$ cat src/rtl/byte_limited_packet_queue_defines.svh
// assertion macros for the byte limited packet queue
`ifndef BYTE_LIMITED_PACKET_QUEUE_DEFINES_SVH
`define BYTE_LIMITED_PACKET_QUEUE_DEFINES_SVH

// same-cycle implication, checked out of reset
`define BLPQ_ASSERT_NOW(name, ante, cons) \
  name: assert property (@(posedge clk_i) disable iff (!rst_ni) (ante) |-> (cons)) \
    else $error("blpq same-cycle check failed");

// next-cycle implication, checked out of reset
`define BLPQ_ASSERT_NEXT(name, ante, cons) \
  name: assert property (@(posedge clk_i) disable iff (!rst_ni) (ante) |=> (cons)) \
    else $error("blpq next-cycle check failed");

`endif

$ cat src/rtl/blpq_pkg.sv
// shared types, widths and codes for the byte limited packet queue
package blpq_pkg;

  localparam int unsigned QueueDepthDefault = 64;

  localparam int unsigned TagW       = 16;
  localparam int unsigned BytesW     = 14;
  localparam int unsigned KindW      = 2;
  localparam int unsigned PrioW      = 8;
  localparam int unsigned ModeW      = 2;
  localparam int unsigned LimitW     = 20;
  localparam int unsigned HeldBytesW = 21;
  localparam int unsigned StatusW    = 2;
  localparam int unsigned RegIdxW    = 1;
  localparam int unsigned InTdataW   = 48;

  // drop modes
  localparam logic [ModeW-1:0] MODE_NEWEST_NORMAL = 2'd0;
  localparam logic [ModeW-1:0] MODE_EVICT_ARRIVAL = 2'd1;
  localparam logic [ModeW-1:0] MODE_HIGHEST_PRIO  = 2'd2;

  // result status codes
  localparam logic [StatusW-1:0] STATUS_ACCEPTED = 2'd0;
  localparam logic [StatusW-1:0] STATUS_EVICTED  = 2'd1;
  localparam logic [StatusW-1:0] STATUS_DEQUEUED = 2'd2;
  localparam logic [StatusW-1:0] STATUS_EMPTY    = 2'd3;

  localparam logic OP_ENQUEUE = 1'b0;
  localparam logic OP_DEQUEUE = 1'b1;

  localparam logic [RegIdxW-1:0] REG_DROP_MODE  = 1'b0;
  localparam logic [RegIdxW-1:0] REG_BYTE_LIMIT = 1'b1;

  localparam logic [KindW-1:0] KIND_NORMAL = 2'd0;

  localparam logic [ModeW-1:0]  DropModeReset  = MODE_NEWEST_NORMAL;
  localparam logic [LimitW-1:0] ByteLimitReset = 20'hFFFFF;

  typedef struct packed {
    logic [PrioW-1:0]  prio;
    logic [KindW-1:0]  kind;
    logic [BytesW-1:0] bytes;
    logic [TagW-1:0]   tag;
  } desc_t;

  localparam int unsigned DescW = $bits(desc_t);

  typedef struct packed {
    logic [StatusW-1:0]    status;
    desc_t                 desc;
    logic [HeldBytesW-1:0] held_bytes;
  } res_t;

endpackage

$ cat src/rtl/blpq_ram.sv
// generic single write, single read ram with registered read data
module blpq_ram #(
  parameter int unsigned Width = 8,
  parameter int unsigned Depth = 16
) (
  input  logic                     clk_i,
  input  logic                     we_i,
  input  logic [$clog2(Depth)-1:0] waddr_i,
  input  logic [Width-1:0]         wdata_i,
  input  logic [$clog2(Depth)-1:0] raddr_i,
  output logic [Width-1:0]         rdata_o
);

  logic [Width-1:0] mem_q [Depth];
  logic [Width-1:0] rdata_q;

  always_ff @(posedge clk_i) begin
    if (we_i) begin
      mem_q[waddr_i] <= wdata_i;
    end
    rdata_q <= mem_q[raddr_i];
  end

  assign rdata_o = rdata_q;

endmodule

$ cat src/rtl/blpq_ctrl.sv
// sequencer: victim and control search, store compaction and running totals
module blpq_ctrl #(
  parameter int unsigned QUEUE_DEPTH = blpq_pkg::QueueDepthDefault
) (
  input  logic                                 clk_i,
  input  logic                                 rst_ni,
  input  logic                                 in_valid_i,
  output logic                                 in_ready_o,
  input  logic                                 in_opcode_i,
  input  blpq_pkg::desc_t                      in_desc_i,
  input  logic [blpq_pkg::ModeW-1:0]           drop_mode_i,
  input  logic [blpq_pkg::LimitW-1:0]          byte_limit_i,
  output logic                                 ram_we_o,
  output logic [$clog2(QUEUE_DEPTH+1)-1:0]     ram_waddr_o,
  output logic [blpq_pkg::DescW-1:0]           ram_wdata_o,
  output logic [$clog2(QUEUE_DEPTH+1)-1:0]     ram_raddr_o,
  input  logic [blpq_pkg::DescW-1:0]           ram_rdata_i,
  output logic                                 res_valid_o,
  output blpq_pkg::res_t                       res_o,
  output logic [$clog2(QUEUE_DEPTH+1)-1:0]     res_count_o,
  input  logic                                 res_take_i
);

  localparam int unsigned AddrW   = $clog2(QUEUE_DEPTH + 1);
  localparam int unsigned CntW    = $clog2(QUEUE_DEPTH + 2);
  localparam int unsigned OutCntW = $clog2(QUEUE_DEPTH + 1);
  localparam logic [CntW-1:0] DepthCnt = CntW'(QUEUE_DEPTH);

  localparam logic [1:0] ST_IDLE  = 2'd0;
  localparam logic [1:0] ST_SCAN  = 2'd1;
  localparam logic [1:0] ST_SHIFT = 2'd2;
  localparam logic [1:0] ST_DONE  = 2'd3;

  logic [1:0]                        state_q, state_d;
  logic [CntW-1:0]                   cnt_q, cnt_d;
  logic [blpq_pkg::HeldBytesW-1:0]   bytes_q, bytes_d;
  logic [CntW-1:0]                   left_q, left_d;
  logic                              dv_q, dv_d;
  logic                              enq_q, enq_d;
  logic                              up_q, up_d;
  logic [CntW-1:0]                   cur_cnt_q, cur_cnt_d;
  logic [blpq_pkg::HeldBytesW-1:0]   sum_q, sum_d;
  logic [AddrW-1:0]                  ptr_q, ptr_d;
  logic [AddrW-1:0]                  da_q, da_d;
  logic [AddrW-1:0]                  idx_q, idx_d;
  blpq_pkg::desc_t                   vic_q, vic_d;
  logic [blpq_pkg::StatusW-1:0]      status_q, status_d;

  blpq_pkg::desc_t                   rd;
  logic [blpq_pkg::HeldBytesW-1:0]   sum_new;
  logic                              hit;
  logic                              stop_on_hit;
  logic                              removed;
  logic [CntW-1:0]                   fin_cnt;
  logic [blpq_pkg::HeldBytesW-1:0]   fin_bytes;

  assign rd      = blpq_pkg::desc_t'(ram_rdata_i);
  assign sum_new = bytes_q + blpq_pkg::HeldBytesW'(in_desc_i.bytes);

  // shared compare unit: one stored entry per cycle against the current pick
  always_comb begin
    if (enq_q) begin
      if (drop_mode_i == blpq_pkg::MODE_HIGHEST_PRIO) begin
        hit = rd.prio > vic_q.prio;
      end else begin
        hit = rd.kind == blpq_pkg::KIND_NORMAL;
      end
    end else begin
      hit = (drop_mode_i == blpq_pkg::MODE_EVICT_ARRIVAL) ||
            (rd.kind != blpq_pkg::KIND_NORMAL);
    end
  end

  // the priority search must see every entry, the others stop at the first hit
  assign stop_on_hit = !(enq_q && (drop_mode_i == blpq_pkg::MODE_HIGHEST_PRIO));

  assign removed   = (status_q == blpq_pkg::STATUS_EVICTED) ||
                     (status_q == blpq_pkg::STATUS_DEQUEUED);
  assign fin_cnt   = removed ? CntW'(cur_cnt_q - 1'b1) : cur_cnt_q;
  assign fin_bytes = removed ? blpq_pkg::HeldBytesW'(sum_q -
                                 blpq_pkg::HeldBytesW'(vic_q.bytes)) : sum_q;

  always_comb begin
    logic [AddrW-1:0] idx_n;
    blpq_pkg::desc_t  vic_n;

    state_d   = state_q;
    cnt_d     = cnt_q;
    bytes_d   = bytes_q;
    left_d    = left_q;
    dv_d      = 1'b0;
    da_d      = ptr_q;
    enq_d     = enq_q;
    up_d      = up_q;
    cur_cnt_d = cur_cnt_q;
    sum_d     = sum_q;
    ptr_d     = ptr_q;
    idx_d     = idx_q;
    vic_d     = vic_q;
    status_d  = status_q;
    idx_n     = idx_q;
    vic_n     = vic_q;

    ram_we_o    = 1'b0;
    ram_waddr_o = AddrW'(da_q - 1'b1);
    ram_wdata_o = ram_rdata_i;
    ram_raddr_o = ptr_q;

    case (state_q)
      ST_IDLE: begin
        if (in_valid_i) begin
          enq_d = in_opcode_i == blpq_pkg::OP_ENQUEUE;
          if (in_opcode_i == blpq_pkg::OP_ENQUEUE) begin
            // the arrival always lands at the tail first
            ram_we_o    = 1'b1;
            ram_waddr_o = cnt_q[AddrW-1:0];
            ram_wdata_o = in_desc_i;
            cur_cnt_d   = CntW'(cnt_q + 1'b1);
            sum_d       = sum_new;
            vic_d       = in_desc_i;
            idx_d       = cnt_q[AddrW-1:0];
            if ((sum_new > {1'b0, byte_limit_i}) || (cnt_q == DepthCnt)) begin
              status_d = blpq_pkg::STATUS_EVICTED;
              if ((cnt_q != '0) &&
                  ((drop_mode_i == blpq_pkg::MODE_HIGHEST_PRIO) ||
                   ((drop_mode_i == blpq_pkg::MODE_NEWEST_NORMAL) &&
                    (in_desc_i.kind != blpq_pkg::KIND_NORMAL)))) begin
                state_d = ST_SCAN;
                up_d    = 1'b0;
                ptr_d   = AddrW'(cnt_q - 1'b1);
                left_d  = cnt_q;
              end else begin
                // arrival is the victim, nothing behind it to compact
                state_d = ST_SHIFT;
                left_d  = '0;
              end
            end else begin
              status_d = blpq_pkg::STATUS_ACCEPTED;
              vic_d    = '0;
              state_d  = ST_DONE;
            end
          end else begin
            cur_cnt_d = cnt_q;
            sum_d     = bytes_q;
            vic_d     = '0;
            idx_d     = '0;
            if (cnt_q == '0) begin
              status_d = blpq_pkg::STATUS_EMPTY;
              state_d  = ST_DONE;
            end else begin
              status_d = blpq_pkg::STATUS_DEQUEUED;
              state_d  = ST_SCAN;
              up_d     = 1'b1;
              ptr_d    = '0;
              left_d   = (drop_mode_i == blpq_pkg::MODE_EVICT_ARRIVAL) ? CntW'(1) : cnt_q;
            end
          end
        end
      end

      ST_SCAN: begin
        if (left_q != '0) begin
          dv_d   = 1'b1;
          da_d   = ptr_q;
          ptr_d  = up_q ? AddrW'(ptr_q + 1'b1) : AddrW'(ptr_q - 1'b1);
          left_d = CntW'(left_q - 1'b1);
        end
        if (dv_q) begin
          // head is the fallback pick of a dequeue
          if (!enq_q && (da_q == '0)) begin
            idx_n = '0;
            vic_n = rd;
          end
          if (hit) begin
            idx_n = da_q;
            vic_n = rd;
          end
          idx_d = idx_n;
          vic_d = vic_n;
          if ((hit && stop_on_hit) || (left_q == '0)) begin
            state_d = ST_SHIFT;
            dv_d    = 1'b0;
            ptr_d   = AddrW'(idx_n + 1'b1);
            left_d  = CntW'(cur_cnt_q - CntW'(idx_n) - 1'b1);
          end
        end
      end

      ST_SHIFT: begin
        // read entry i+1, write it to i in the cycle after
        if (left_q != '0) begin
          dv_d   = 1'b1;
          da_d   = ptr_q;
          ptr_d  = AddrW'(ptr_q + 1'b1);
          left_d = CntW'(left_q - 1'b1);
        end
        if (dv_q) begin
          ram_we_o = 1'b1;
        end
        if ((left_q == '0) && !dv_q) begin
          state_d = ST_DONE;
        end
      end

      ST_DONE: begin
        if (res_take_i) begin
          cnt_d   = fin_cnt;
          bytes_d = fin_bytes;
          state_d = ST_IDLE;
        end
      end

      default: begin
        state_d = ST_IDLE;
      end
    endcase
  end

  always_ff @(posedge clk_i or negedge rst_ni) begin
    if (!rst_ni) begin
      state_q <= ST_IDLE;
      cnt_q   <= '0;
      bytes_q <= '0;
      left_q  <= '0;
      dv_q    <= 1'b0;
    end else begin
      state_q <= state_d;
      cnt_q   <= cnt_d;
      bytes_q <= bytes_d;
      left_q  <= left_d;
      dv_q    <= dv_d;
    end
  end

  always_ff @(posedge clk_i) begin
    enq_q     <= enq_d;
    up_q      <= up_d;
    cur_cnt_q <= cur_cnt_d;
    sum_q     <= sum_d;
    ptr_q     <= ptr_d;
    da_q      <= da_d;
    idx_q     <= idx_d;
    vic_q     <= vic_d;
    status_q  <= status_d;
  end

  assign in_ready_o  = state_q == ST_IDLE;
  assign res_valid_o = state_q == ST_DONE;
  assign res_o       = '{status: status_q, desc: vic_q, held_bytes: fin_bytes};
  assign res_count_o = OutCntW'(fin_cnt);

endmodule

$ cat src/rtl/byte_limited_packet_queue.sv
// top level of the byte limited packet queue
// Packet descriptor queue with a byte budget. Each input word is an enqueue or a
// dequeue and yields exactly one result word. An enqueue that leaves the queue
// within its byte limit and depth goes straight to its result. Every dequeue of a
// non-empty queue, and an evicting enqueue in priority mode or in newest-normal
// mode with a non-normal arrival, runs a search over the stored descriptors
// (one entry per cycle) followed by compaction of the entries behind the removed
// one (one entry per cycle), both through the single read port of the descriptor
// ram. Input ready is high only between items; a finished result waits in the
// output register while the next item is taken. The user must write drop_mode
// and byte_limit only while idle; the block itself does not enforce this.
`include "byte_limited_packet_queue_defines.svh"

module byte_limited_packet_queue #(
  parameter int unsigned QUEUE_DEPTH = blpq_pkg::QueueDepthDefault
) (
  input  logic                               clk_i,
  input  logic                               rst_ni,
  // opcode, pkt_tag, pkt_bytes, pkt_kind, pkt_priority, zero fill
  input  logic                               s_axis_tvalid_i,
  output logic                               s_axis_tready_o,
  input  logic [blpq_pkg::InTdataW-1:0]      s_axis_tdata_i,
  // status, out_tag, out_bytes, out_kind, out_priority, held_bytes, held_count, zero fill
  output logic                               m_axis_tvalid_o,
  input  logic                               m_axis_tready_i,
  output logic [((blpq_pkg::StatusW + blpq_pkg::DescW + blpq_pkg::HeldBytesW +
                  $clog2(QUEUE_DEPTH+1) + 7) / 8) * 8 - 1:0] m_axis_tdata_o,
  input  logic                               cfg_we_i,
  input  logic [blpq_pkg::RegIdxW-1:0]       cfg_idx_i,
  input  logic [blpq_pkg::LimitW-1:0]        cfg_wdata_i
);

  localparam int unsigned AddrW     = $clog2(QUEUE_DEPTH + 1);
  localparam int unsigned OutCntW   = $clog2(QUEUE_DEPTH + 1);
  localparam int unsigned OutFieldW = blpq_pkg::StatusW + blpq_pkg::DescW +
                                      blpq_pkg::HeldBytesW + OutCntW;
  localparam int unsigned OutTdataW = ((OutFieldW + 7) / 8) * 8;

  logic [blpq_pkg::ModeW-1:0]   drop_mode_q;
  logic [blpq_pkg::LimitW-1:0]  byte_limit_q;

  logic                         in_opcode;
  blpq_pkg::desc_t              in_desc;

  logic                         ram_we;
  logic [AddrW-1:0]             ram_waddr;
  logic [blpq_pkg::DescW-1:0]   ram_wdata;
  logic [AddrW-1:0]             ram_raddr;
  logic [blpq_pkg::DescW-1:0]   ram_rdata;

  logic                         res_valid;
  blpq_pkg::res_t               res;
  logic [OutCntW-1:0]           res_count;
  logic                         out_free;

  logic                         out_valid_q;
  blpq_pkg::res_t               out_res_q;
  logic [OutCntW-1:0]           out_cnt_q;

  logic                         in_fire;
  logic                         out_empty;

  assign in_opcode     = s_axis_tdata_i[0];
  assign in_desc.tag   = s_axis_tdata_i[16:1];
  assign in_desc.bytes = s_axis_tdata_i[30:17];
  assign in_desc.kind  = s_axis_tdata_i[32:31];
  assign in_desc.prio  = s_axis_tdata_i[40:33];

  always_ff @(posedge clk_i or negedge rst_ni) begin
    if (!rst_ni) begin
      drop_mode_q  <= blpq_pkg::DropModeReset;
      byte_limit_q <= blpq_pkg::ByteLimitReset;
    end else if (cfg_we_i) begin
      case (cfg_idx_i)
        blpq_pkg::REG_DROP_MODE:  drop_mode_q  <= cfg_wdata_i[blpq_pkg::ModeW-1:0];
        blpq_pkg::REG_BYTE_LIMIT: byte_limit_q <= cfg_wdata_i;
        default: ;
      endcase
    end
  end

  blpq_ram #(
    .Width (blpq_pkg::DescW),
    .Depth (QUEUE_DEPTH + 1)
  ) u_store (
    .clk_i   (clk_i),
    .we_i    (ram_we),
    .waddr_i (ram_waddr),
    .wdata_i (ram_wdata),
    .raddr_i (ram_raddr),
    .rdata_o (ram_rdata)
  );

  blpq_ctrl #(
    .QUEUE_DEPTH (QUEUE_DEPTH)
  ) u_ctrl (
    .clk_i        (clk_i),
    .rst_ni       (rst_ni),
    .in_valid_i   (s_axis_tvalid_i),
    .in_ready_o   (s_axis_tready_o),
    .in_opcode_i  (in_opcode),
    .in_desc_i    (in_desc),
    .drop_mode_i  (drop_mode_q),
    .byte_limit_i (byte_limit_q),
    .ram_we_o     (ram_we),
    .ram_waddr_o  (ram_waddr),
    .ram_wdata_o  (ram_wdata),
    .ram_raddr_o  (ram_raddr),
    .ram_rdata_i  (ram_rdata),
    .res_valid_o  (res_valid),
    .res_o        (res),
    .res_count_o  (res_count),
    .res_take_i   (out_free)
  );

  // output word register
  assign out_free = !out_valid_q || m_axis_tready_i;

  always_ff @(posedge clk_i or negedge rst_ni) begin
    if (!rst_ni) begin
      out_valid_q <= 1'b0;
    end else if (out_free) begin
      out_valid_q <= res_valid;
    end
  end

  always_ff @(posedge clk_i) begin
    if (out_free && res_valid) begin
      out_res_q <= res;
      out_cnt_q <= res_count;
    end
  end

  assign m_axis_tvalid_o = out_valid_q;
  assign m_axis_tdata_o  = OutTdataW'({out_cnt_q, out_res_q.held_bytes,
                                       out_res_q.desc.prio, out_res_q.desc.kind,
                                       out_res_q.desc.bytes, out_res_q.desc.tag,
                                       out_res_q.status});

  assign in_fire   = s_axis_tvalid_i && s_axis_tready_o;
  assign out_empty = out_valid_q && (out_res_q.status == blpq_pkg::STATUS_EMPTY);

  `BLPQ_ASSERT_NEXT(a_busy_after_accept, in_fire, !s_axis_tready_o)
  `BLPQ_ASSERT_NEXT(a_result_held_until_taken, res_valid && !out_free, res_valid)
  `BLPQ_ASSERT_NOW(a_empty_means_zero_count, out_empty, out_cnt_q == '0)
  `BLPQ_ASSERT_NOW(a_count_within_depth, out_valid_q, out_cnt_q <= OutCntW'(QUEUE_DEPTH))

endmodule

$ cat config.mk
export PLATFORM = sky130hd
export DESIGN_NAME = byte_limited_packet_queue
export DESIGN_NICKNAME = d
export VERILOG_FILES = /design/src/rtl/blpq_pkg.sv /design/src/rtl/blpq_ram.sv /design/src/rtl/blpq_ctrl.sv /design/src/rtl/byte_limited_packet_queue.sv
export VERILOG_INCLUDE_DIRS = /design/src /design/src/rtl
export SDC_FILE = /design/constraint.sdc
export NUM_CORES = 2
export LEC_CHECK = 0
export ABC_AREA = 0
export ABC_CLOCK_PERIOD_IN_PS = 8200
export BUFFER_PORTS_ARGS = -buffer_cell sky130_fd_sc_hd__buf_2
export CELL_PAD_IN_SITES_DETAIL_PLACEMENT = 1
export CELL_PAD_IN_SITES_GLOBAL_PLACEMENT = 1
export CORE_MARGIN = 4
export CORE_UTILIZATION = 47
export CTS_CLUSTER_SIZE = 40
export DETAILED_ROUTE_END_ITERATION = 6
export PLACE_DENSITY_LB_ADDON = 0.1
export SETUP_SLACK_MARGIN = 0.4
export SKIP_CTS_REPAIR_TIMING = 1
export SLEW_MARGIN = 30
export SYNTH_ARGS = -nofsm -noshare
export SYNTH_HDL_FRONTEND = slang
export SYNTH_HIERARCHICAL = 1
export SYNTH_SLANG_ARGS = --single-unit
export TNS_END_PERCENT = 20
$ cat constraint.sdc
create_clock -name clk_i -period 8.2 [get_ports clk_i]
set_clock_uncertainty 0.1 [all_clocks]
set_input_delay 0.41 -clock clk_i [delete_from_list [all_inputs] [get_ports clk_i]]
set_output_delay 0.41 -clock clk_i [all_outputs]
set_load 0.01 [all_outputs]
==> summary.txt <==
Synthesis
  – Post-Synth Adder-Cell Area: 0.009044
  – Yosys warnings: 6
  – Post-synthesis xor/xnor area fraction: 0.006656
  – Synth Area in Compound Gates: 0.04991
  – Post-Syn Area per Cell: 19.21 um^2
  – Synth Instances: 5,892
  – Mux cell area share after synthesis: 0.1402
  – Mapped Area: 0.1132 mm^2
  – FF+latch count, synth: 2,864
  – Largest family of logic cells by synthesized area: multiplexers
  – Post-synthesis cell type count: 85
  – Register area share after synthesis: 0.7533
  – Top FF cell, synth: edfxtp_1
  – Post-synthesis simple-gate area fraction: 0.02373
  – Post-synth EDFFs: 2,756
  – Fraction of registers with async set/reset: 0.02130

Critical path
  – Crit start category: flip-flop
  – Worst R2R Path Depth: 20
  – Slowest stage delay, CP: 0.74 ns
  – Worst path slowest cell: nor3_2
  – R2R Path Start: u_ctrl/bytes_q[0]
  – Delay-heaviest family, CP: compound AO/OA/AOI/OAI gates
  – Flop-to-flop setup slack: 2.69 ns
  – WP data arrival: 6.17 ns
  – Critical Path Sink Type: flip-flop
  – WS Path Type: reg -> reg
  – Max FO, Critical Path: 29
  – Worst R2R End: u_ctrl/res_o[53]
  – Critical Path RT: 8.86 ns
  – Worst path cell trace: ha_1 -> inv_1 -> fa_1 -> nor2b_1 -> o31a_1 -> o31a_1 -> o41ai_4 -> o21a_4 -> nor2_1 -> xor2_1 -> ha_1 -> nand2_1 -> o21ai_0 -> a211oi_1 -> a211o_1 -> o211a_1 -> o211a_1 -> nor3_2 -> buf_4 -> a22o_1
  – Critical path buffers and inverters: 2

Final layout
  – Nets: 6,426
  – Fillers: 21,103
  – Area Overhead vs Synth: 13.90%
  – Share of layout cells above drive strength 1: 0.2176

Die
  – Core area: 0.2387 mm^2
  – Initial Utilization: 0.4740
  – Die area: 0.2487 mm^2
  – Die X-Extent: 498.7 um
  – Die H: 498.7 um
  – Cell Rows: 179
  – IO Pins: 148

Timing
  – Unrepaired setup endpoints after global routing: false
  – Worst Tran Pin Value: 1.096 ns
  – Endpoints failing setup: 0
  – Fin crit period: 5.511 ns
  – Final period util: 0.6721
  – Setup Total Neg Slack: 0 ns
  – Max-slew violations: 0
  – Max Fclk: 181.5 MHz
  – Final Hold Fails: 0
  – Hold slack: 0.02193 ns
  – Slew HR: 0.2624

CTS
  – Htree depth: 5
  – # clock sinks: 2,864
  – CTS tree: done
  – Clk root buf: clkbuf_16
  – Clock Latency Late Sink: 0.93 ns
  – TritonCTS buffer count: 315
  – Reg clk slew, reported paths: 0.06 ns
  – CTS max path bufs: 4

Pwr
  – PD cells: 380.5 mW/mm^2
  – Leakage: 42.43 nW
  – Max rail drop VDD: 0.2614 mV

Detailed routing
  – Vias: 58,983
  – Routed Antenna Nets: 0
  – Initial drt markers: 6,097
  – Vias per inst: 6.099
  – DR pass1 iterations: 6
  – Drt total wl: 307,400 um
  – DRC: 0
  – Routed len/inst: 31.79 um

Place
  – Placer congestion estimate: 0.8218
  – Port Buffer Count: 138
  – Post-DP HPWL: 185,700 um

GRT
  – Total GRT Usage: 0.2442
  – Wire length of the first global-routing pass: 443,000 um
  – Total grt overflow: 0
  – Initial antenna violation count: 23
  – Largest net degree at the start of global routing: 115
  – Number of global-route vias before repair: 60,390

Min path
  – Hold Path Class: in -> async

Run
  – Max-cap check violation count: 0

Status
  – Status: finished, final reports clean
## flip-flops by register name (all words and copies together), names as in the netlist
name	cells
m_axis_tvalid_o	1
u_ctrl/bytes_q	21
out_cnt_q	7
u_ctrl/state_q	2
u_ctrl/sum_q	21
u_store/mem_q	2600
u_ctrl/dv_q	1
byte_limit_q	20
u_ctrl/ram_raddr_o	7
u_store/rdata_o	40
u_ctrl/cur_cnt_q	7
u_ctrl/idx_q	7
u_ctrl/status_q	2
drop_mode_q	2
m_axis_tdata_o	63
u_ctrl/res_o	40
u_ctrl/da_q	7
u_ctrl/enq_q	1
u_ctrl/up_q	1
u_ctrl/cnt_q	7
u_ctrl/left_q	7
## kinds of logic (layout without fill, tap and decap cells)
logic type	Yosys count	in the layout
AO/OA/AOI/OAI	810	810
XOR/XNOR	86	86
adder cells (fa/ha/maj)	80	80
buffers and inverters	416	1018
flip-flops	2864	2864
multiplexers	1061	1061
other	1	11
AND/OR/NAND/NOR	574	574
## layout make-up
| type | count | area (um^2) | area share |
|---|---|---|---|
| multi-input combinational | 2613 | 26630 | 0.2066 |
| antenna | 9 | 22.52 | 0.0001747 |
| sequential | 2864 | 85250 | 0.6614 |
| inverter | 84 | 315.3 | 0.002446 |
| clock inverter | 155 | 1212 | 0.009406 |
| clock buffer | 385 | 8351 | 0.06478 |
| timing repair buffer | 394 | 3152 | 0.02445 |
| tap | 3167 | 3963 | 0.03074 |
## cells in the final DEF (no fill, tap or decap), drive strengths merged, types with 43 or more instances in the layout
master          n
edfxtp       2756
mux2i         530
mux4          400
clkbuf        385
buf           327
o21ai         216
nand2         187
nor2          174
mux2          131
clkinv        121
a21oi         101
inv            91
a22oi          85
a221oi         81
o221ai         80
ha             77
dlygate4sd3    66
xnor2          53
a31oi          51
dfxtp          47
nor4           45
o22ai          43
## tightest hold or removal path: cells and delay by family
family	cells	cell delay, ns
buf+inv	3	1.09
## metrics by stage
stage | setup WS, ns | power [W] | util | cells | area [um^2]
global route | 2.291 | 0.05112 | 0.5398 | 9664 | 128900
floorplan | 1.699 | 0.02925 | - | 5893 | 113200
CTS | 2.666 | 0.04931 | 0.5367 | 9594 | 128100
detailed placement | 2.550 | 0.03597 | 0.4967 | 9054 | 118600
finish | 2.689 | 0.04904 | 0.5399 | 9671 | 128900
global placement | 2.486 | 0.03557 | 0.4957 | 9045 | 118300
## how the worst max path moves through the flow
| stage | startpoint | to | slack (ns) | depth (start not counted) |
|---|---|---|---|---|
| after floorplan | u_ctrl/state_q[0] | u_store/mem_q[18][0] | 1.70 | 11 |
| after global placement | s_axis_tdata_i[17] | u_ctrl/ram_raddr_o[0] | 2.49 | 20 |
| after detailed placement | s_axis_tdata_i[17] | u_ctrl/res_o[47] | 2.55 | 21 |
| after CTS | u_ctrl/bytes_q[0] | u_ctrl/res_o[55] | 2.67 | 20 |
| after global routing | u_ctrl/bytes_q[0] | u_ctrl/res_o[47] | 2.29 | 20 |
| final | u_ctrl/bytes_q[0] | u_ctrl/res_o[53] | 2.69 | 20 |
## cells in the mapped netlist (17+ instances only)
cell	count	share of area
dfstp_2	20	0.0046
edfxtp_1	2756	0.73
dfxtp_1	47	0.0083
inv_1	83	0.0028
mux2_4	22	0.0029
buf_1	19	0.00063
xnor2_1	53	0.0041
buf_6	17	0.0017
nor3_1	31	0.0014
mux4_2	400	0.080
nand3_1	30	0.0013
a221oi_1	81	0.0063
nor4_1	45	0.0025
a22o_1	40	0.0031
buf_2	123	0.0054
buf_4	23	0.0015
xor2_1	33	0.0026
mux2i_1	530	0.047
nand2_1	187	0.0062
a221o_1	41	0.0036
o22ai_1	42	0.0023
a31oi_1	50	0.0028
nor2_1	174	0.0058
clkbuf_1	150	0.0050
a22oi_1	85	0.0056
ha_1	77	0.0085
o221ai_1	80	0.0062
mux2_2	107	0.011
o21ai_0	204	0.0090
dfrtp_1	41	0.0091
a21oi_1	101	0.0045
## report_power, final
part | total (W) | internal (W) | switching (W)
clock network | 0.0133 | 0.00769 | 0.00560
logic | 0.0162 | 0.00515 | 0.0110
registers | 0.0196 | 0.0191 | 0.000525
total | 0.0490 | 0.0319 | 0.0172
## metal layers
metal / vias to the layer above / track usage / routed length [um]
li1: 24877 / - / -
met1: 31635 / 0.3657 / 137000
met2: 2021 / 0.3772 / 143100
met3: 448 / 0.04246 / 20340
met4: 2 / 0.05719 / 6943
met5: - / 0 / 13
Note: power is estimated with default switching activity, not from simulation.
